===== src/hdl/rtlg_pkg.sv =====
`default_nettype none

package rtlg_pkg;

    // Sizes
    localparam int SLOTS         = 256;
    localparam int SLOT_BITS     = $clog2(SLOTS);
    localparam int LOC_BITS      = 24;
    localparam int TOTAL_BITS    = LOC_BITS + 1;
    localparam int SUM_BITS      = LOC_BITS + 2;
    localparam int OFFSET_BITS   = 24;
    localparam int ROWS_BITS     = 16;
    localparam int LEVEL_BITS    = 16;
    localparam int RECORD_BITS   = 32;
    localparam int CODE_BITS     = 8;
    localparam int CFG_IDX_BITS  = 2;
    localparam int CFG_DATA_BITS = 16;

    // Mode codes
    localparam logic [1:0] MODE_RECORD   = 2'd0;
    localparam logic [1:0] MODE_CHANNELS = 2'd1;
    localparam logic [1:0] MODE_LEVELS   = 2'd2;

    // Configuration register indexes
    localparam logic [CFG_IDX_BITS-1:0] CFG_MODE         = 2'd0;
    localparam logic [CFG_IDX_BITS-1:0] CFG_MAX_CHANNELS = 2'd1;
    localparam logic [CFG_IDX_BITS-1:0] CFG_KEEP_LEVELS  = 2'd2;

    // First location past the addressable range
    localparam logic [SUM_BITS-1:0] LOC_CAP = {2'b01, {LOC_BITS{1'b0}}};
    localparam logic [OFFSET_BITS-1:0] OFFSET_MAX = {OFFSET_BITS{1'b1}};

    typedef struct packed {
        logic                   first_row;
        logic [RECORD_BITS-1:0] record_number;
        logic [CODE_BITS-1:0]   variable_code;
        logic [LEVEL_BITS-1:0]  level_count;
    } rtlg_in_t;

    typedef struct packed {
        logic [LOC_BITS-1:0] location;
        logic                opens_location;
        logic                kept;
        logic                overflow;
    } rtlg_out_t;

    typedef struct packed {
        logic [1:0]           mode;
        logic [ROWS_BITS-1:0] max_channels;
        logic                 keep_levels;
    } rtlg_cfg_t;

    // Classified row handed from the front to the back
    typedef struct packed {
        logic                  first_row;
        logic                  new_profile;
        logic [SLOT_BITS-1:0]  slot;
        logic [LEVEL_BITS-1:0] levels;
    } rtlg_job_t;

    // One per-variable counter entry
    typedef struct packed {
        logic [OFFSET_BITS-1:0] offset;
        logic [ROWS_BITS-1:0]   rows;
    } rtlg_entry_t;

    // Unused mode code behaves as group-by-record
    function automatic logic [1:0] norm_mode(input logic [1:0] m);
        logic [1:0] r;
        case (m)
            MODE_CHANNELS: r = MODE_CHANNELS;
            MODE_LEVELS:   r = MODE_LEVELS;
            default:       r = MODE_RECORD;
        endcase
        return r;
    endfunction

endpackage

`default_nettype wire


===== src/hdl/rtlg_front.sv =====
`default_nettype none

module rtlg_front (
    input  wire logic               clk,
    input  wire logic               rst_n,
    input  wire logic               in_valid,
    output logic                    in_ready,
    input  wire rtlg_pkg::rtlg_in_t in_data,
    input  wire rtlg_pkg::rtlg_cfg_t cfg,
    output logic                    job_valid,
    input  wire logic               job_ready,
    output rtlg_pkg::rtlg_job_t     job
);
    import rtlg_pkg::*;

    logic [RECORD_BITS-1:0] last_record_reg, last_record_next;
    logic                   started_reg, started_next;
    logic                   empty_reg, empty_next;   // location count is zero
    logic                   push;
    logic                   new_profile;
    logic                   start_drop;

    assign in_ready  = job_ready;
    assign job_valid = in_valid;
    assign push      = in_valid && job_ready;

    // Profile detection
    always_comb
    begin
        new_profile = in_data.first_row || !started_reg || empty_reg
                      || (in_data.record_number != last_record_reg);
        // a profile's first row sees offset 0, so it drops only on zero levels
        start_drop  = (norm_mode(cfg.mode) == MODE_LEVELS) && cfg.keep_levels
                      && (in_data.level_count == '0);

        job.first_row   = in_data.first_row;
        job.new_profile = new_profile;
        job.slot        = in_data.variable_code[SLOT_BITS-1:0];
        job.levels      = in_data.level_count;

        last_record_next = last_record_reg;
        started_next     = started_reg;
        empty_next       = empty_reg;
        if (push)
        begin
            started_next = 1'b1;
            if (new_profile)
                last_record_next = in_data.record_number;
            // count stays zero only while the opening row is dropped
            empty_next = (in_data.first_row || empty_reg) && start_drop;
        end
    end

    always_ff @(posedge clk or negedge rst_n)
    begin
        if (!rst_n)
        begin
            last_record_reg <= '0;
            started_reg     <= 1'b0;
            empty_reg       <= 1'b1;
        end
        else
        begin
            last_record_reg <= last_record_next;
            started_reg     <= started_next;
            empty_reg       <= empty_next;
        end
    end

endmodule

`default_nettype wire


===== config.mk =====
export PLATFORM = sky130hd
export DESIGN_NAME = rtlg_front
export DESIGN_NICKNAME = d
export VERILOG_FILES = /design/src/hdl/rtlg_pkg.sv /design/src/hdl/rtlg_front.sv
export SDC_FILE = /design/constraint.sdc
export NUM_CORES = 1
export LEC_CHECK = 0
export ABC_CLOCK_PERIOD_IN_PS = 1700
export BUFFER_PORTS_ARGS = -buffer_cell sky130_fd_sc_hd__buf_2
export CORE_ASPECT_RATIO = 1.4
export CORE_MARGIN = 2
export CORE_UTILIZATION = 40
export DETAILED_ROUTE_END_ITERATION = 8
export GPL_ROUTABILITY_DRIVEN = 0
export PLACE_DENSITY = 0.78
export SLEW_MARGIN = 20
export SYNTH_ARGS = -nofsm -noshare
export SYNTH_HDL_FRONTEND = slang
export SYNTH_SLANG_ARGS = --single-unit

===== constraint.sdc =====
create_clock -name clk -period 1.7 [get_ports clk]
set_input_delay 0.17 -clock clk [delete_from_list [all_inputs] [get_ports clk]]
set_output_delay 0.17 -clock clk [all_outputs]
set_load 0.005 [all_outputs]

; Yosys cells after proc, flatten, opt, wreduce, memory -nomap -nowiden
; Cells that the tools add are included.
; W data, S select, Z words.
[op_classes]
eq_ne = 4
n_mux = 1
n_reduce_logical = 11
[op_table]
columns = op, n
row1 = $ne A32 B32 Y1, 1
row2 = $logic_not A16 Y1, 1
row3 = $eq A2 B2 Y1 const B, 2
row4 = $logic_and A1 B1 Y1, 4
row5 = $logic_or A1 B1 Y1, 4
row6 = $pmux W2 S2, 1
row7 = $eq A2 B1 Y1 const B, 1
row8 = $reduce_and A2 Y1, 1
row9 = $logic_not A1 Y1, 1
[word_totals]
register_bits = 34
inputBits = 80
out_inout_bits = 28
wordCells = 19

; Logic depth before layout (Yosys ltp)
; Gate-level depths: netlist of run 1.
[logic_depth]
word_depth = 6
mapped_depth = 6
depth_no_buf = 5

; Least setup slack after synthesis of run 1
; Ideal clock, no wire load.
[synth_path]
path_kind = reg-to-reg
startpoint = register last_record_reg[12]
endpoint = register last_record_reg[0]
setup_ns = 0.125
arrival_ns = 1.731
required_time_ns = 1.575
path_slack_ns = -0.156
stages_incl_launch_ff = 7
n_path_buf = 1
period_less_slack_ns = 1.856
cell_sequence = dfrtp_1 -> xnor2_1 -> nand4_1 -> nor4_2 -> a31oi_4 -> buf_6 -> mux2_4
[synth_via]
elab_chain_len = 3
[synth_lines]
columns = element, line
row1 = start: declaration, rtlg_front.sv:16  ; logic [RECORD_BITS-1:0] last_record_reg, last_record_next;
row2 = start signal: assignment, rtlg_front.sv:64  ; last_record_reg <= last_record_next;
row3 = $ne A32 B32 Y1, rtlg_front.sv:31  ; || (in_data.record_number != last_record_reg);
row4 = $logic_or A1 B1 Y1, rtlg_front.sv:31
row5 = $reduce_and A2 Y1 (no source line), n/a
; Every way passes these cells.
; A chain may end at the register's enable or synchronous reset.

; Worst setup path in the final report of run 1
[layout_path]
startpoint = register last_record_reg[28]
endpoint = register last_record_reg[26]
; The elaborated chain is that of the path after synthesis.

==> results of run 1 <==
cell usage in the layout (no fill, tap or decap), types with 3 or more instances in the layout:
master,count
buf_2,75
dfrtp_1,33
xnor2_1,29
mux2_4,20
mux2_2,12
nand4_1,8
clkbuf_8,6
nor4_1,4
buf_4,4
xor2_1,3
nor2_1,3
report_power, final:
| group | total [W] | switching [W] | internal, W |
|---|---|---|---|
| sequential | 0.00101 | 0.0000814 | 0.000928 |
| combinational | 0.000495 | 0.000182 | 0.000313 |
| clock | 0.000595 | 0.000268 | 0.000326 |
worst max-delay path: stages (launching register included):
cell,delay [ns]
dfrtp_1,0.39
xnor2_1,0.18
nand4_1,0.19
nor4_4,0.31
buf_4,0.16
a31oi_4,0.11
buf_12,0.20
mux2_4,0.30
cell families after synthesis:
logic type | share of synthesized area [%]
multiplexers | 22.05
flip-flops | 43.16
XOR/XNOR | 14.20
AND/OR/NAND/NOR | 7.414
AO/OA/AOI/OAI | 1.394
buffers and inverters | 11.79
worst max path at each step:
stage	from	endpoint	slack, ns	depth (start not counted)
finish	last_record_reg[28]	last_record_reg[26]	-0.27	7
global route	last_record_reg[14]	last_record_reg[5]	-0.40	7
CTS	last_record_reg[22]	job[24]	-0.27	6
detailed placement	last_record_reg[28]	last_record_reg[7]	-0.22	6
global placement	last_record_reg[28]	last_record_reg[1]	-0.16	6
floorplan	last_record_reg[16]	last_record_reg[0]	-0.11	6
what timing repair did:
| action | CTS | global route |
|---|---|---|
| hold buffers | 1 | 0 |
| setup endpoints to repair | 29 | 29 |
| pin swaps | 2 | 1 |
| hold endpoints to repair | 33 | 0 |
| buffers inserted | 0 | 1 |
final cells by class:
type,count,share of cell area (%)
clock buffers,7,3.618
clock inverters,1,0.2098
multi-input cells,89,38.02
flip-flops and latches,34,35.71
well taps,64,3.356
repair buffers,82,19.09
metrics by stage:
stage | power [W] | setup TNS [ns] | area, um^2 | hold WS, ns
finish | 0.002098 | -7.082 | 2386 | 0.1486
global route | 0.002226 | -10.88 | 2386 | 0.1376
CTS | 0.002134 | -5.471 | 2379 | 0.1393
detailed placement | 0.001525 | -5.648 | 2277 | 0.2898
global placement | 0.001510 | -4.000 | 2277 | 0.2800
floorplan | 0.001384 | -2.208 | 1992 | -0.1256
layer usage:
layer / vias up / routed length [um]
met5: - / 0
li1: 619 / -
met2: 67 / 1913
met1: 643 / 1447
met3: 6 / 308
met4: 0 / 66
==> results.yml, run 1 <==
outcome:
  outcome: "complete, but fails checks"
  violations: "setup timing"
synth:
  synth_edf_count: 0
  yosysMostFrequentCell: "dfrtp_1"
  synth_area_um2: 1974
  yosysTopAreaCell: "dfrtp_1"
  yosys-top-cells-area: "dfrtp_1 (42%), mux2_4 (15%), xnor2_1 (13%)"
  synth.ff_latch_count: 34
  synthFlopType: "dfrtp_1"
  synth_common_cells: "dfrtp_1 (33), xnor2_1 (29), buf_4 (28)"
  syn_inst: 153
  async_flop_share_pct: 100.0
  ys_types: 19
  ys_seq_area_share_pct: 43.16
  synth.top_cell.area_share_pct: 41.83
  syn-num-nets: 233
  avgSynthCellArea_um2: 12.90
  yosysWarnings: 0
worst_setup_path:
  crit_type: "reg -> reg"
  critical_path_peak_fanout: 17
  required_ns: 1.86
  reg2reg_from: "last_record_reg[28]"
  reg2reg_depth: 7
  end_kind: "flip-flop"
  start_kind: "flip-flop"
  rrSetupSlack_ns: -0.27
  worstReg2RegEnd: "last_record_reg[26]"
  crit_arrival_ns: 2.13
floorplan:
  die_y_um: 87.13
  start_util_pct: 41.09
  rows: 30
  die_x_um: 63.38
  die_area_um2: 5522
  ioPinCount: 108
  core_um2: 4805
min_path:
  hp-class: "in -> reg"
  min_to: "last_record_reg[1]"
  min_from: "in_data[25]"
  whs_path_depth: 2
routing:
  vias_per_cell: 4.819
  drtIter0Drc: 13
  wire_per_inst_um: 13.48
  drc_errors: 0
  vias: 1335
  drt-pass1-iter-count: 3
  wirelength_um: 3735
  antenna_left: 0
power:
  powerDensity_nw_per_um2: 879.4
  leakage_nw: 1.097
  vdd_drop_max_mv: 0.6359
sta:
  fmax_mhz: 507.4
  finalCritPeriodShare_pct: 115.9
  tightest_slew_ns: 0.7461
  rsz0062_at_grt: "yes"
  finalClockSkew_ns: 0.003484
  hold_violations: 0
  worst_slack_ns: -0.2707
  timing.final.crit_period_ns: 1.971
  maxSlewHeadroom_pct: 50.26
  slew_viol_final: 0
  setup_viol_count_final: 29
global_routing:
  grtUsageTotal_pct: 14.26
  grt_max_degree: 35
  antenna_found_initial: 0
  busiest_layer: "met2"
  met1_usage_pct: 14.69
  grt_pass1_vias: 1313
  grtUsageMet2_pct: 26.41
  grt_pass1_wl_um: 5947
  grt-ovfl-total: 0
  grtUsageMet3_pct: 3.752
flow_run:
  cap_viol_max_count: 0
cts:
  cts-resized-gates: 0
  cts_made_buffers: 5
  cts_tree: "built"
  h-tree-depth: 2
  clock-root-buffer: "clkbuf_8"
  clk-insertion-delay-late_ns: 0.27
  clkSlewWorstSetupHoldPaths_ns: 0.07
  clock_sinks: 34
  clock_path_buffers: 2
placed_design:
  dp.cells: 267
  place_ws_ns: -0.2224
  io_buffers: 75
  hpwl_um: 2973
finish:
  largest_register_ffs: 32
  nNetsFinal: 292
  fin_cells: 277
  regArea_um2: 852.1
  final_core_util_pct: 49.66
  syn_to_final_growth_pct: 20.85
  diodes: 0
  layout-drive-gt1-share_pct: 58.22
  multiInputGateArea_um2: 907.1
  n_fill_cell: 448
No activity file was read; power rests on OpenSTA's default activity.
==> run 2: changes to the inputs <==
--- a/config.mk
+++ b/config.mk
@@ -5,15 +5,16 @@
 export SDC_FILE = /design/constraint.sdc
 export NUM_CORES = 1
 export LEC_CHECK = 0
+export ABC_AREA = 1
 export ABC_CLOCK_PERIOD_IN_PS = 1700
 export BUFFER_PORTS_ARGS = -buffer_cell sky130_fd_sc_hd__buf_2
 export CORE_ASPECT_RATIO = 1.4
 export CORE_MARGIN = 2
-export CORE_UTILIZATION = 40
+export CORE_UTILIZATION = 43
 export DETAILED_ROUTE_END_ITERATION = 8
 export GPL_ROUTABILITY_DRIVEN = 0
-export PLACE_DENSITY = 0.78
-export SLEW_MARGIN = 20
+export PLACE_DENSITY = 0.79
+export SLEW_MARGIN = 30
 export SYNTH_ARGS = -nofsm -noshare
 export SYNTH_HDL_FRONTEND = slang
 export SYNTH_SLANG_ARGS = --single-unit
==> results.yml, run 2 <==
routing:
  drtIter0Drc: 177
  drc_errors: 0
  wirelength_um: 6744
  vias_per_cell: 5.091
  wire_per_inst_um: 13.68
  vias: 2510
  drt-pass1-iter-count: 4
  antenna_left: 0
cts:
  clock-root-buffer: "clkbuf_8"
  clock_sinks: 34
  clock_path_buffers: 2
  h-tree-depth: 2
  cts_made_buffers: 5
  clk-insertion-delay-late_ns: 0.29
  cts_tree: "built"
  clkSlewWorstSetupHoldPaths_ns: 0.06
synth:
  yosysWarnings: 0
  synth_common_cells: "nand2_1 (137), inv_1 (47), nand3_1 (43)"
  synth.ff_latch_count: 34
  yosysMostFrequentCell: "nand2_1"
  ys_types: 27
  synth.top_cell.area_share_pct: 34.18
  avgSynthCellArea_um2: 6.619
  synth_area_um2: 2416
  async_flop_share_pct: 100.0
  syn-num-nets: 445
  ys_seq_area_share_pct: 35.27
  yosysTopAreaCell: "dfrtp_1"
  synthFlopType: "dfrtp_1"
  yosys-top-cells-area: "dfrtp_1 (34%), nand2_1 (21%), nand3_1 (8.9%)"
  synth_edf_count: 0
  syn_inst: 365
sta:
  worst_slack_ns: -0.08028
  slew_viol_final: 0
  tightest_slew_ns: 0.7819
  hold_violations: 0
  tns_ns: -0.5515
  timing.final.crit_period_ns: 1.780
  finalCritPeriodShare_pct: 104.7
  maxSlewHeadroom_pct: 47.87
  setup_viol_count_final: 25
  fmax_mhz: 561.7
  rsz0062_at_grt: "yes"
  finalClockSkew_ns: 0.006553
power:
  powerDensity_nw_per_um2: 723.6
  leakage_nw: 1.752
  p_switching_w: 0.0007645
  internal_power_w: 0.001500
  power.share.switching_pct: 33.76
  power_frac_clock_pct: 24.8
  vdd_drop_max_mv: 0.3605
  p_seq_share_pct: 44.7
  comb_power_share_pct: 30.5
outcome:
  violations: "setup timing"
  outcome: "complete, but fails checks"
worst_setup_path:
  crit_arrival_ns: 1.61
  start_kind: "flip-flop"
  slowest_delay_ns: 0.41
  slowest_stage: "dfrtp_1"
  critical_path.cell_chain: "xnor2_2 -> nand3_1 -> nor3b_1 -> nand2_1 -> nor2_1 -> nand3_1 -> buf_2"
  rrSetupSlack_ns: -0.04
  crit_top_cell: "nand3_1"
  required_ns: 1.53
  crit_type: "reg -> out"
  critical_path_peak_fanout: 2
  end_kind: "output pin"
floorplan:
  ioPinCount: 108
  core_um2: 5485
  die_area_um2: 6243
  die_y_um: 92.69
  start_util_pct: 44.05
  rows: 32
  die_x_um: 67.35
finish:
  diodes: 0
  mostFrequentLayoutCells: "nand2_1 (98), buf_2 (75), inv_1 (47), nand3_1 (42), dfrtp_1 (33)"
  final_common_cell: "nand2_1"
  final_core_util_pct: 57.05
  fin_cells: 493
  nNetsFinal: 505
  layout-drive-gt1-share_pct: 35.76
  largest_register_ffs: 32
  design_area_um2: 3129
  syn_to_final_growth_pct: 29.52
global_routing:
  grt_pass1_vias: 2396
  grt_pass1_wl_um: 9915
  grt-ovfl-total: 0
  grtUsageTotal_pct: 20.99
  antenna_found_initial: 0
  grt_max_degree: 35
placed_design:
  hpwl_um: 4704
  io_buffers: 75
  dp.cells: 478
  postPlaceCellArea_um2: 2671
  place_ws_ns: 0.1045
flow_run:
  cap_viol_max_count: 0
min_path:
  hp-class: "in -> reg"
## run 2: changes by cell type in the layout (fill, tap and decap cells not counted), moves of 13 or more
| cell | delta |
|---|---|
| inv_1 | +47 |
| nand2_2 | +27 |
| nand3_1 | +40 |
| xnor2_1 | -26 |
| nor2_1 | +13 |
| nand2_1 | +97 |
| mux2_4 | -20 |
## run 2: repair_timing
item / in CTS / in global routing
pin swaps: 1 / 11
buffers inserted: 2 / 1
hold buffers: 1 / 0
endpoints found under the setup margin: 1 / 33
endpoints found under the hold margin: 33 / 0
resized for setup: 7 / 65
gates cloned: 0 / 4
## run 2: area by class of cell
class | instances | area, um^2
flip-flops and latches | 34 | 852.1
inverters | 53 | 198.9
clock buffers | 7 | 76.32
repair buffers | 90 | 586.8
well taps | 68 | 85.08
multi-input cells | 241 | 1330
fillers | 469 | 2356
## run 2: cell families after synthesis
logic type	share of synthesized area, %
AO/OA/AOI/OAI	2.072
XOR/XNOR	4.350
flip-flops	35.27
AND/OR/NAND/NOR	38.89
buffers and inverters	19.42
## run 2: final timing paths
check | startpoint | end | depth (start not counted)
min in group asynchronous | rst_n | last_record_reg[14] | 2
min | in_data[49] | last_record_reg[25] | 3
max | last_record_reg[14] | job[24] | 7
max reg2reg | last_record_reg[14] | last_record_reg[7] | 11
max in group asynchronous | rst_n | last_record_reg[31] | 2
min reg2reg | last_record_reg[0] | last_record_reg[0] | 2
## run 2: critical path, delay by kind of cell, from the launching register on
| kind | cells | cell delay, ns |
|---|---|---|
| simple gates | 5 | 0.57 |
| flops | 1 | 0.41 |
| xor+xnor | 1 | 0.18 |
| buf+inv | 1 | 0.14 |
## run 2: through the flow
step / hold WS (ns) / total power (W)
2_1_floorplan: -0.1256 / 0.001362
3_3_place_gp: 0.2875 / 0.001523
3_5_place_dp: 0.2792 / 0.001544
4_1_cts: 0.1307 / 0.002140
5_1_grt: 0.1288 / 0.002395
6_report: 0.1281 / 0.002264
## run 2: power groups by stage
stage / sequential (W) / combinational (W) / clock, W
after detailed placement: 0.000992 / 0.000552 / 0
after global placement: 0.000985 / 0.000538 / 0
final: 0.00101 / 0.000691 / 0.000563
after CTS: 0.000980 / 0.000583 / 0.000577
after floorplan: 0.000976 / 0.000387 / 0
after global routing: 0.00102 / 0.000768 / 0.000605
## run 2: routing by layer
layer	global-route usage, %	wire, um
met1	21.65	2320
met2	35.81	3411
met3	3.888	537
met4	16.67	475
met5	0	0
