===== src/hdl/rtlg_pkg.sv =====
`default_nettype none

package rtlg_pkg;

    // Sizes
    localparam int SLOTS         = 256;
    localparam int SLOT_BITS     = $clog2(SLOTS);
    localparam int LOC_BITS      = 24;
    localparam int TOTAL_BITS    = LOC_BITS + 1;
    localparam int SUM_BITS      = LOC_BITS + 2;
    localparam int OFFSET_BITS   = 24;
    localparam int ROWS_BITS     = 16;
    localparam int LEVEL_BITS    = 16;
    localparam int RECORD_BITS   = 32;
    localparam int CODE_BITS     = 8;
    localparam int CFG_IDX_BITS  = 2;
    localparam int CFG_DATA_BITS = 16;

    // Mode codes
    localparam logic [1:0] MODE_RECORD   = 2'd0;
    localparam logic [1:0] MODE_CHANNELS = 2'd1;
    localparam logic [1:0] MODE_LEVELS   = 2'd2;

    // Configuration register indexes
    localparam logic [CFG_IDX_BITS-1:0] CFG_MODE         = 2'd0;
    localparam logic [CFG_IDX_BITS-1:0] CFG_MAX_CHANNELS = 2'd1;
    localparam logic [CFG_IDX_BITS-1:0] CFG_KEEP_LEVELS  = 2'd2;

    // First location past the addressable range
    localparam logic [SUM_BITS-1:0] LOC_CAP = {2'b01, {LOC_BITS{1'b0}}};
    localparam logic [OFFSET_BITS-1:0] OFFSET_MAX = {OFFSET_BITS{1'b1}};

    typedef struct packed {
        logic                   first_row;
        logic [RECORD_BITS-1:0] record_number;
        logic [CODE_BITS-1:0]   variable_code;
        logic [LEVEL_BITS-1:0]  level_count;
    } rtlg_in_t;

    typedef struct packed {
        logic [LOC_BITS-1:0] location;
        logic                opens_location;
        logic                kept;
        logic                overflow;
    } rtlg_out_t;

    typedef struct packed {
        logic [1:0]           mode;
        logic [ROWS_BITS-1:0] max_channels;
        logic                 keep_levels;
    } rtlg_cfg_t;

    // Classified row handed from the front to the back
    typedef struct packed {
        logic                  first_row;
        logic                  new_profile;
        logic [SLOT_BITS-1:0]  slot;
        logic [LEVEL_BITS-1:0] levels;
    } rtlg_job_t;

    // One per-variable counter entry
    typedef struct packed {
        logic [OFFSET_BITS-1:0] offset;
        logic [ROWS_BITS-1:0]   rows;
    } rtlg_entry_t;

    // Unused mode code behaves as group-by-record
    function automatic logic [1:0] norm_mode(input logic [1:0] m);
        logic [1:0] r;
        case (m)
            MODE_CHANNELS: r = MODE_CHANNELS;
            MODE_LEVELS:   r = MODE_LEVELS;
            default:       r = MODE_RECORD;
        endcase
        return r;
    endfunction

endpackage

`default_nettype wire


===== src/hdl/rtlg_queue.sv =====
`default_nettype none

module rtlg_queue (
    input  wire logic                clk,
    input  wire logic                rst_n,
    input  wire logic                push_valid,
    output logic                     push_ready,
    input  wire rtlg_pkg::rtlg_job_t push_data,
    output logic                     pop_valid,
    input  wire logic                pop_ready,
    output rtlg_pkg::rtlg_job_t      pop_data
);
    import rtlg_pkg::*;

    rtlg_job_t  slot_reg [2];
    logic       wr_ptr_reg, wr_ptr_next;
    logic       rd_ptr_reg, rd_ptr_next;
    logic [1:0] count_reg, count_next;
    logic       push, pop;

    assign push_ready = (count_reg != 2'd2);
    assign pop_valid  = (count_reg != 2'd0);
    assign pop_data   = slot_reg[rd_ptr_reg];
    assign push       = push_valid && push_ready;
    assign pop        = pop_valid && pop_ready;

    // Pointer and occupancy update
    always_comb
    begin
        wr_ptr_next = push ? !wr_ptr_reg : wr_ptr_reg;
        rd_ptr_next = pop ? !rd_ptr_reg : rd_ptr_reg;
        count_next  = count_reg;
        if (push && !pop)
            count_next = count_reg + 2'd1;
        else if (pop && !push)
            count_next = count_reg - 2'd1;
    end

    always_ff @(posedge clk or negedge rst_n)
    begin
        if (!rst_n)
        begin
            wr_ptr_reg <= 1'b0;
            rd_ptr_reg <= 1'b0;
            count_reg  <= 2'd0;
        end
        else
        begin
            wr_ptr_reg <= wr_ptr_next;
            rd_ptr_reg <= rd_ptr_next;
            count_reg  <= count_next;
        end
    end

    always_ff @(posedge clk)
    begin
        if (push)
            slot_reg[wr_ptr_reg] <= push_data;
    end

endmodule

`default_nettype wire


===== config.mk =====
export PLATFORM = sky130hd
export DESIGN_NAME = rtlg_queue
export DESIGN_NICKNAME = d
export VERILOG_FILES = /design/src/hdl/rtlg_pkg.sv /design/src/hdl/rtlg_queue.sv
export SDC_FILE = /design/constraint.sdc
export NUM_CORES = 1
export LEC_CHECK = 0
export BUFFER_PORTS_ARGS = -buffer_cell sky130_fd_sc_hd__buf_2
export CORE_ASPECT_RATIO = 2
export CORE_MARGIN = 2
export CORE_UTILIZATION = 46
export DETAILED_ROUTE_END_ITERATION = 10
export GPL_TIMING_DRIVEN = 0
export PLACE_DENSITY = 0.74
export SYNTH_ARGS = -nofsm -noshare
export SYNTH_HDL_FRONTEND = slang
export SYNTH_SLANG_ARGS = --single-unit

===== constraint.sdc =====
create_clock -name clk -period 2.2 [get_ports clk]
set_input_delay 0.44 -clock clk [delete_from_list [all_inputs] [get_ports clk]]
set_output_delay 0.44 -clock clk [all_outputs]
set_load 0.01 [all_outputs]

# Yosys cells after proc, flatten, opt, wreduce, memory -nomap -nowiden
# Memories as Yosys holds them, arrays and structs flattened.
# Cells that the tools add are included.
# Widths: inputs -> output; s select.
[classes] n_div=0 eq_ne=1 n_lt_le_gt_ge=0 n_mul=0 shift=0 n_addsub=2 reduce_logical=10 muxes=4 bitwise_logic=0
[op_table] cell="$logic_and 1x1->1" n=4
[op_table] cell="$logic_not 1->1" n=4
[op_table] cell="$mux 2" n=2
[op_table] cell="$reduce_bool 2->1" n=2
[op_table] cell="$add 2x1->2 const B" n=1
[op_table] cell="$mux 1" n=2
[op_table] cell="$ne 2x2->1 const B" n=1
[op_table] cell="$sub 2x1->2 const B" n=1
[word_totals] latchBits=0 mem_count=1 mem_bits_rw=52 in_bits=30 mem_bits_ro=0 ff_bits=4 out_inout_bits=28
[memory_table] name="slot_reg" depth=2 width=26 rd=1 rd_ports_with_merged_regs=0 wr=1 line_no="rtlg_queue.sv:15" text="rtlg_job_t slot_reg [2];"

# Longest topological paths before layout
# Gate-level depths: netlist of the first run.
[logic_depth] ltp_word=6 depth_mapped=7

# Worst setup path after synthesis of the first run
# No wires, ideal clock.
[synth_path] kind="register to register" startpoint="register count_reg[0]" endpoint="memory slot_reg[0][0] (netlist name) (enable)" arrival_time_ns=1.807 path_slack_ns=-0.015 setup_time_ns=0.409 path_stages_with_launch=4 synth_period_minus_slack_ns=2.215 required_time_ns=1.791 cell_sequence="dfrtp_1 > nand2b_1 > nand2_1 > nor2_1"
[synth_via] elab_chain_cells=4
[synth_lines] element="from (decl)" line_no="rtlg_queue.sv:18" text="logic [1:0] count_reg, count_next;"
[synth_lines] element="from (signal assigned)" line_no="rtlg_queue.sv:51" text="count_reg <= count_next;"
[synth_lines] element="$ne 2x2->1" line_no="rtlg_queue.sv:21" text="assign push_ready = (count_reg != 2'd2);"
[synth_lines] element="named net push_ready" line_no="rtlg_queue.sv:7" text="output logic push_ready,"
[synth_lines] element="$logic_and 1x1->1" line_no="rtlg_queue.sv:24" text="assign push = push_valid && push_ready;"
[synth_lines] element="$mux 1" line_no="rtlg_queue.sv:57" text="if (push)"
[synth_lines] element="$mux 1 (implied by the code)" line_no="rtlg_queue.sv:58" text="slot_reg[wr_ptr_reg] <= push_data;"
[synth_lines] element="to (decl)" line_no="rtlg_queue.sv:15"
# The timed path passes the listed nets, and every way through them passes these cells.

# Worst setup path after layout of the first run
[layout_path] startpoint="register count_reg[0]" endpoint="memory slot_reg[1][6] (netlist name) (enable)"
[layout_via] elab_chain_cells=4
[layout_lines] element="$ne 2x2->1" line_no="rtlg_queue.sv:21"
[layout_lines] element="$logic_and 1x1->1" line_no="rtlg_queue.sv:24"
[layout_lines] element="$mux 1" line_no="rtlg_queue.sv:57"
[layout_lines] element="$mux 1 (implied by the code)" line_no="rtlg_queue.sv:58"
# Every way passes these cells.

==> run_results.csv, run 1 <==
group,metric,value,unit
run_status,status,"complete, no violations",
floorplan,coreArea,4554,sq um
cts,clkLatencyLatePin,0.30,ns
place,io_buffers,57,
cts,cts_tree,"built",
floorplan,initial_core_util,47.66,%
place,place_congestion,0.6875,
synthesis,syn-mean-instance-area,21.93,sq um
layout,largest_reg_flops,52,
worst_setup_path,critPathMaxFanout,26,
place,dp.cells,211,
layout,finalInstanceArea,2724,sq um
hold_path,hold_path_startpoint,"push_data[13]",
power_and_ir_drop,p_leak,1.105,nW
power_and_ir_drop,peakVddDrop,0.001051,V
floorplan,die_x,52.58,um
cts,clk_path_buf_depth,2,
timing,maxSlewHeadroom,18.81,%
timing,rsz0062_at_grt,"no",
worst_setup_path,start_kind,"flop",
routing,detail_route.wl_per_cell,15.56,um
layout,drive_gt1_share,57.83,%
worst_setup_path,critical_path_class,"reg2reg",
timing,setup_tns,0,ns
synthesis,synth_fp_nets,130,
global_route,grt_usage,14.36,%
synthesis,synth_warnings,0,
floorplan,rows,35,
synthesis,synth_area,2171,sq um
cts,hold_buffers,1,
worst_setup_path,r2r_setup_slack,0.24,ns
synthesis,yosysSeqAreaShare,76.54,%
floorplan,die_h,101.2,um
routing,drc_errors,0,
timing,fin_worst_skew,0.006138,ns
timing,fmax,509.6,MHz
timing,setup_viol,0,
power_and_ir_drop,p_sw_share,26.46,%
worst_setup_path,cp.required,2.12,ns
power_and_ir_drop,p_int,2.716,mW
flow_run,drv_cap,0,
power_and_ir_drop,p_sw,0.9773,mW
cts,cts_resized,0,
synthesis,synth_cell_types,15,
power_and_ir_drop,p_seq_share,42.0,%
layout,syn_to_final_growth,25.48,%
timing,maxSlewViolCount,0,
synthesis,ys_seq_elements,56,
power_and_ir_drop,comb_power_share,34.5,%
place,dp_hpwl,2523,um
place,placed_cell_area,2527,sq um
worst_setup_path,crit_start,"count_reg[0]",
floorplan,pin_count,58,
worst_setup_path,worstReg2RegStart,"count_reg[0]",
timing,post-route-period-util,89.20,%
routing,dr.pass1.iters,2,
synthesis,synth.largest_area_cell,"edfxtp_1",
global_route,grt_overflow,0,
layout,num_antenna_cells,0,
worst_setup_path,end_kind,"flop",
layout,nets,196,
timing,hold_violations,0,
power_and_ir_drop,cellPowerDensity,1356,nW/um^2
cts,clk_pin_slew,0.09,ns
synthesis,synth_area_leaders,"edfxtp_1, mux2_4, dfrtp_1, mux2_2, buf_12",
worst_setup_path,critPathArrivalTime,1.88,ns
power_and_ir_drop,p_clk_share,23.5,%
floorplan,die_area,5318,sq um
global_route,antenna_found_initial,0,
hold_path,hold_path_class,"in2reg",
cts,cts-root-buf,"clkbuf_8",
power_and_ir_drop,power,3.693,mW
cts,post_cts_buffers,0,
routing,vias,1076,
global_route,grt_max_degree,27,
routing,vias_per_cell,4.869,
layout,fillers,370,
synthesis,yosysTopAreaCellShare,71.93,%
cts,cts_htree_levels,2,
routing,routed_wirelength,3439,um
synthesis,syn_inst,99,
cts,clock_sinks,56,
global_route,grt_pass1_vias,1200,
global_route,grt_pass1_wl,5368,um
cts,numCtsBuffers,5,
routing,postRouteAntennaNets,0,
timing,tightest_slew,1.218,ns
layout,final-instance-count-excl-fill,221,
timing,period_needed,1.962,ns
routing,drtIter0Drc,18,
cells by family (layout without fill, tap and decap cells):
logic type / count (synthesis) / count (layout) / synth area share [%]
mux: 26 / 26 / 16.77
flops: 56 / 56 / 76.54
xor+xnor: 5 / 5 / 2.018
fa+ha+maj: 1 / 1 / 0.5763
simple gates: 7 / 7 / 1.557
buf+inv: 4 / 71 / 2.536
through the flow:
step	setup WS, ns	hold slack, ns	util, %
after floorplan	0.4073	0.1444	-
after global placement	0.1875	0.2454	55.49
after detailed placement	0.08621	0.2501	55.49
after CTS	0.06381	0.3057	59.20
after global routing	0.04845	0.3039	59.81
final	0.2376	0.3214	59.81
synthesized netlist by cell type:
cell	count
and3_1	1
buf_12	2
buf_6	1
dfrtp_1	4
edfxtp_1	52
ha_1	1
inv_1	1
mux2_2	7
mux2_4	19
nand2_1	2
nand2b_1	1
nor2_1	2
or2_1	1
xnor2_1	3
xor2_1	2
power by group through the flow:
stage / Combinational [mW] / Clock, mW / Sequential (mW)
after floorplan: 0.899 / 0 / 1.55
after global placement: 1.22 / 0 / 1.56
after detailed placement: 1.26 / 0 / 1.59
after CTS: 1.26 / 0.898 / 1.56
after global routing: 1.38 / 0.932 / 1.58
final: 1.27 / 0.868 / 1.55
layer usage:
| layer | track usage [%] | part of all wire [%] | up-vias |
|---|---|---|---|
| li1 | - | - | 511 |
| met1 | 14.20 | 33 | 525 |
| met2 | 26.15 | 60 | 34 |
| met3 | 3.097 | 4.6 | 6 |
| met4 | 8.284 | 2.1 | 0 |
| met5 | 0 | 0 | - |
final timing paths:
path,to,depth (start not counted)
worst max-delay path,slot_reg[1][6],2
worst min-delay path,slot_reg[0][13],1
max in group asynchronous,count_reg[1],2
min in group asynchronous,rd_ptr_reg,2
worst min register to register,count_reg[1],1
worst max register to register,slot_reg[1][6],2
area by class of cell:
| type | instances | area (sq um) | share of cell area (%) |
|---|---|---|---|
| Buffer | 3 | 51.30 | 1.883 |
| Inverter | 1 | 3.754 | 0.1378 |
| Multi-Input combinational cell | 39 | 456.7 | 16.77 |
| Sequential cell | 56 | 1662 | 61.00 |
| Timing Repair Buffer | 59 | 322.8 | 11.85 |
| Clock buffer | 5 | 68.82 | 2.526 |
| Tap cell | 55 | 68.82 | 2.526 |
| Clock inverter | 3 | 90.09 | 3.307 |
cell usage in the layout, fill, tap and decap left out:
master,instances
buf_2,57
edfxtp_1,52
mux2_4,19
mux2_2,7
clkbuf_8,5
dfrtp_1,4
xnor2_1,3
bufinv_16,3
buf_12,2
nand2_1,2
xor2_1,2
buf_6,1
nand2b_1,1
inv_1,1
or2_1,1
and3_1,1
nor2_2,1
nor2_1,1
ha_1,1
dlygate4sd3_1,1
buf_16,1
critical path, cell delays in order (launching register included):
cell and delay [ns]:
dfrtp_1 0.43, nand2b_1 0.16, and3_1 0.99
No activity file was read; power rests on OpenSTA's default activity.
==> run 2, diff against run 1 <==
Settings changed: CELL_PAD_IN_SITES_DETAIL_PLACEMENT set to 0, CELL_PAD_IN_SITES_GLOBAL_PLACEMENT set to 1, CORE_UTILIZATION 46 to 25, PLACE_DENSITY 0.74 to not set, PLACE_DENSITY_LB_ADDON set to 0.1.
==> run_results.csv, run 2 (synthesized netlist as in run 1, its figures left out) <==
group,metric,value,unit
run_status,status,"complete, no violations",
global_route,grt_overflow,0,
routing,drc_errors,0,
cts,numCtsBuffers,5,
layout,drive_gt1_share,56.63,%
routing,vias_per_cell,4.015,
timing,fmax,535.0,MHz
place,io_buffers,57,
routing,detail_route.wl_per_cell,13.98,um
timing,tightest_slew,0.8231,ns
global_route,grt_usage,8.548,%
power_and_ir_drop,p_clk_share,21.0,%
worst_setup_path,end_kind,"flop",
floorplan,rows,48,
layout,largest_reg_flops,52,
timing,layout_setup_ws,0.3309,ns
cts,clock_sinks,56,
power_and_ir_drop,peakVddDrop,0.0009217,V
power_and_ir_drop,p_int,2.572,mW
floorplan,die_h,135.8,um
cts,cts_htree_levels,2,
layout,nets,196,
floorplan,die_area,9490,sq um
routing,vias,1068,
place,dp_hpwl,2658,um
flow_run,drv_cap,0,
power_and_ir_drop,p_leak,1.092,nW
cts,hold_buffers,1,
timing,maxSlewHeadroom,45.06,%
timing,rsz0062_at_grt,"no",
worst_setup_path,cp.required,2.20,ns
worst_setup_path,start_kind,"flop",
worst_setup_path,critPathArrivalTime,1.87,ns
power_and_ir_drop,cellPowerDensity,1300,nW/um^2
timing,maxSlewViolCount,0,
floorplan,die_x,69.89,um
hold_path,hold_end,"slot_reg[1][13]",
timing,post-route-period-util,84.96,%
place,dp_slack,0.09418,ns
worst_setup_path,ff2ff_path_depth,4,
layout,mostFrequentLayoutCell,"buf_2",
worst_setup_path,timing.rr.end,"slot_reg[0][17]",
worst_setup_path,worstReg2RegStart,"count_reg[0]",
routing,routed_wirelength,3719,um
global_route,grt_pass1_wl,5961,um
layout,syn_to_final_growth,27.09,%
routing,postRouteAntennaNets,0,
timing,setup_viol,0,
power_and_ir_drop,comb_power_share,36.0,%
cts,cts-root-buf,"clkbuf_16",
layout,postLayoutCoreUtil,32.35,%
power_and_ir_drop,power,3.585,mW
power_and_ir_drop,p_sw,1.013,mW
floorplan,coreArea,8528,sq um
cts,post_cts_buffers,0,
floorplan,pin_count,58,
worst_setup_path,r2r_setup_slack,0.33,ns
cts,clk_path_buf_depth,2,
worst_setup_path,critical_path_class,"reg2reg",
layout,final-instance-count-excl-fill,266,
layout,num_antenna_cells,0,
cts,cts_resized,0,
global_route,antenna_found_initial,0,
layout,final_cell_mix,"buf_2, edfxtp_1, mux2_4, mux2_2, clkbuf_16",
place,dp.cells,257,
global_route,grt_pass1_vias,1188,
place,place_congestion,0.6968,
timing,hold_violations,0,
global_route,grt_max_degree,27,
cts,cts_tree,"built",
floorplan,initial_core_util,25.45,%
hold_path,hold_path_class,"in2reg",
hold_path,hold_path_startpoint,"push_data[13]",
timing,setup_tns,0,ns
timing,period_needed,1.869,ns
power_and_ir_drop,p_seq_share,43.0,%
hold_path,worstHoldPathCells,1,
worst_setup_path,critPathMaxFanout,15,
routing,drtIter0Drc,43,
power_and_ir_drop,p_sw_share,28.26,%
cts,clk_pin_slew,0.07,ns
cts,clkLatencyLatePin,0.29,ns
routing,dr.pass1.iters,3,
timing,fin_worst_skew,0.005598,ns
[run 2: cell type report]
| type | count | area (sq um) |
|---|---|---|
| inverters | 1 | 3.754 |
| clock buffers | 8 | 136.4 |
| flip-flops and latches | 56 | 1662 |
| multi-input cells | 39 | 457.9 |
| well taps | 100 | 125.1 |
| fillers | 861 | 5769 |
| repair buffers | 59 | 322.8 |
| plain buffers | 3 | 51.30 |
[run 2: critical path, cell delays in order (launching register included)]
cell	delay, ns
dfrtp_1	0.40
nand2b_1	0.17
nand2_1	0.13
nor2_2	0.65
buf_16	0.23
[run 2: worst max path at each step]
| stage | start | endpoint | slack, ns | depth (start not counted) |
|---|---|---|---|---|
| 2_1_floorplan | count_reg[0] | slot_reg[0][0] | 0.41 | 3 |
| 3_3_place_gp | count_reg[0] | slot_reg[0][6] | 0.02 | 3 |
| 3_5_place_dp | count_reg[0] | slot_reg[1][6] | 0.09 | 2 |
| 4_1_cts | count_reg[0] | slot_reg[1][22] | 0.09 | 2 |
| 5_1_grt | count_reg[0] | slot_reg[0][22] | 0.15 | 4 |
| 6_report | count_reg[0] | slot_reg[0][17] | 0.33 | 4 |
[run 2: routing by layer]
| metal | vias to the layer above | global-route usage, % | routed length [um] |
|---|---|---|---|
| li1 | 512 | - | - |
| met1 | 516 | 7.968 | 1264 |
| met2 | 34 | 15.82 | 2143 |
| met3 | 6 | 2.753 | 207 |
| met4 | 0 | 5.128 | 103 |
| met5 | - | 0 | 0 |
[run 2: metrics by stage]
| stage | hold WS [ns] | area (sq um) |
|---|---|---|
| floorplan | 0.1444 | 2173 |
| CTS | 0.3252 | 2758 |
| global placement | 0.2484 | 2584 |
| global route | 0.3221 | 2759 |
| finish | 0.3346 | 2759 |
| detailed placement | 0.2517 | 2611 |
[run 2: power groups by stage]
stage	clock network, mW	logic [mW]	registers (mW)
floorplan	0	0.899	1.55
CTS	0.783	1.34	1.55
global placement	0	1.27	1.56
global route	0.824	1.40	1.57
finish	0.751	1.29	1.54
detailed placement	0	1.33	1.58
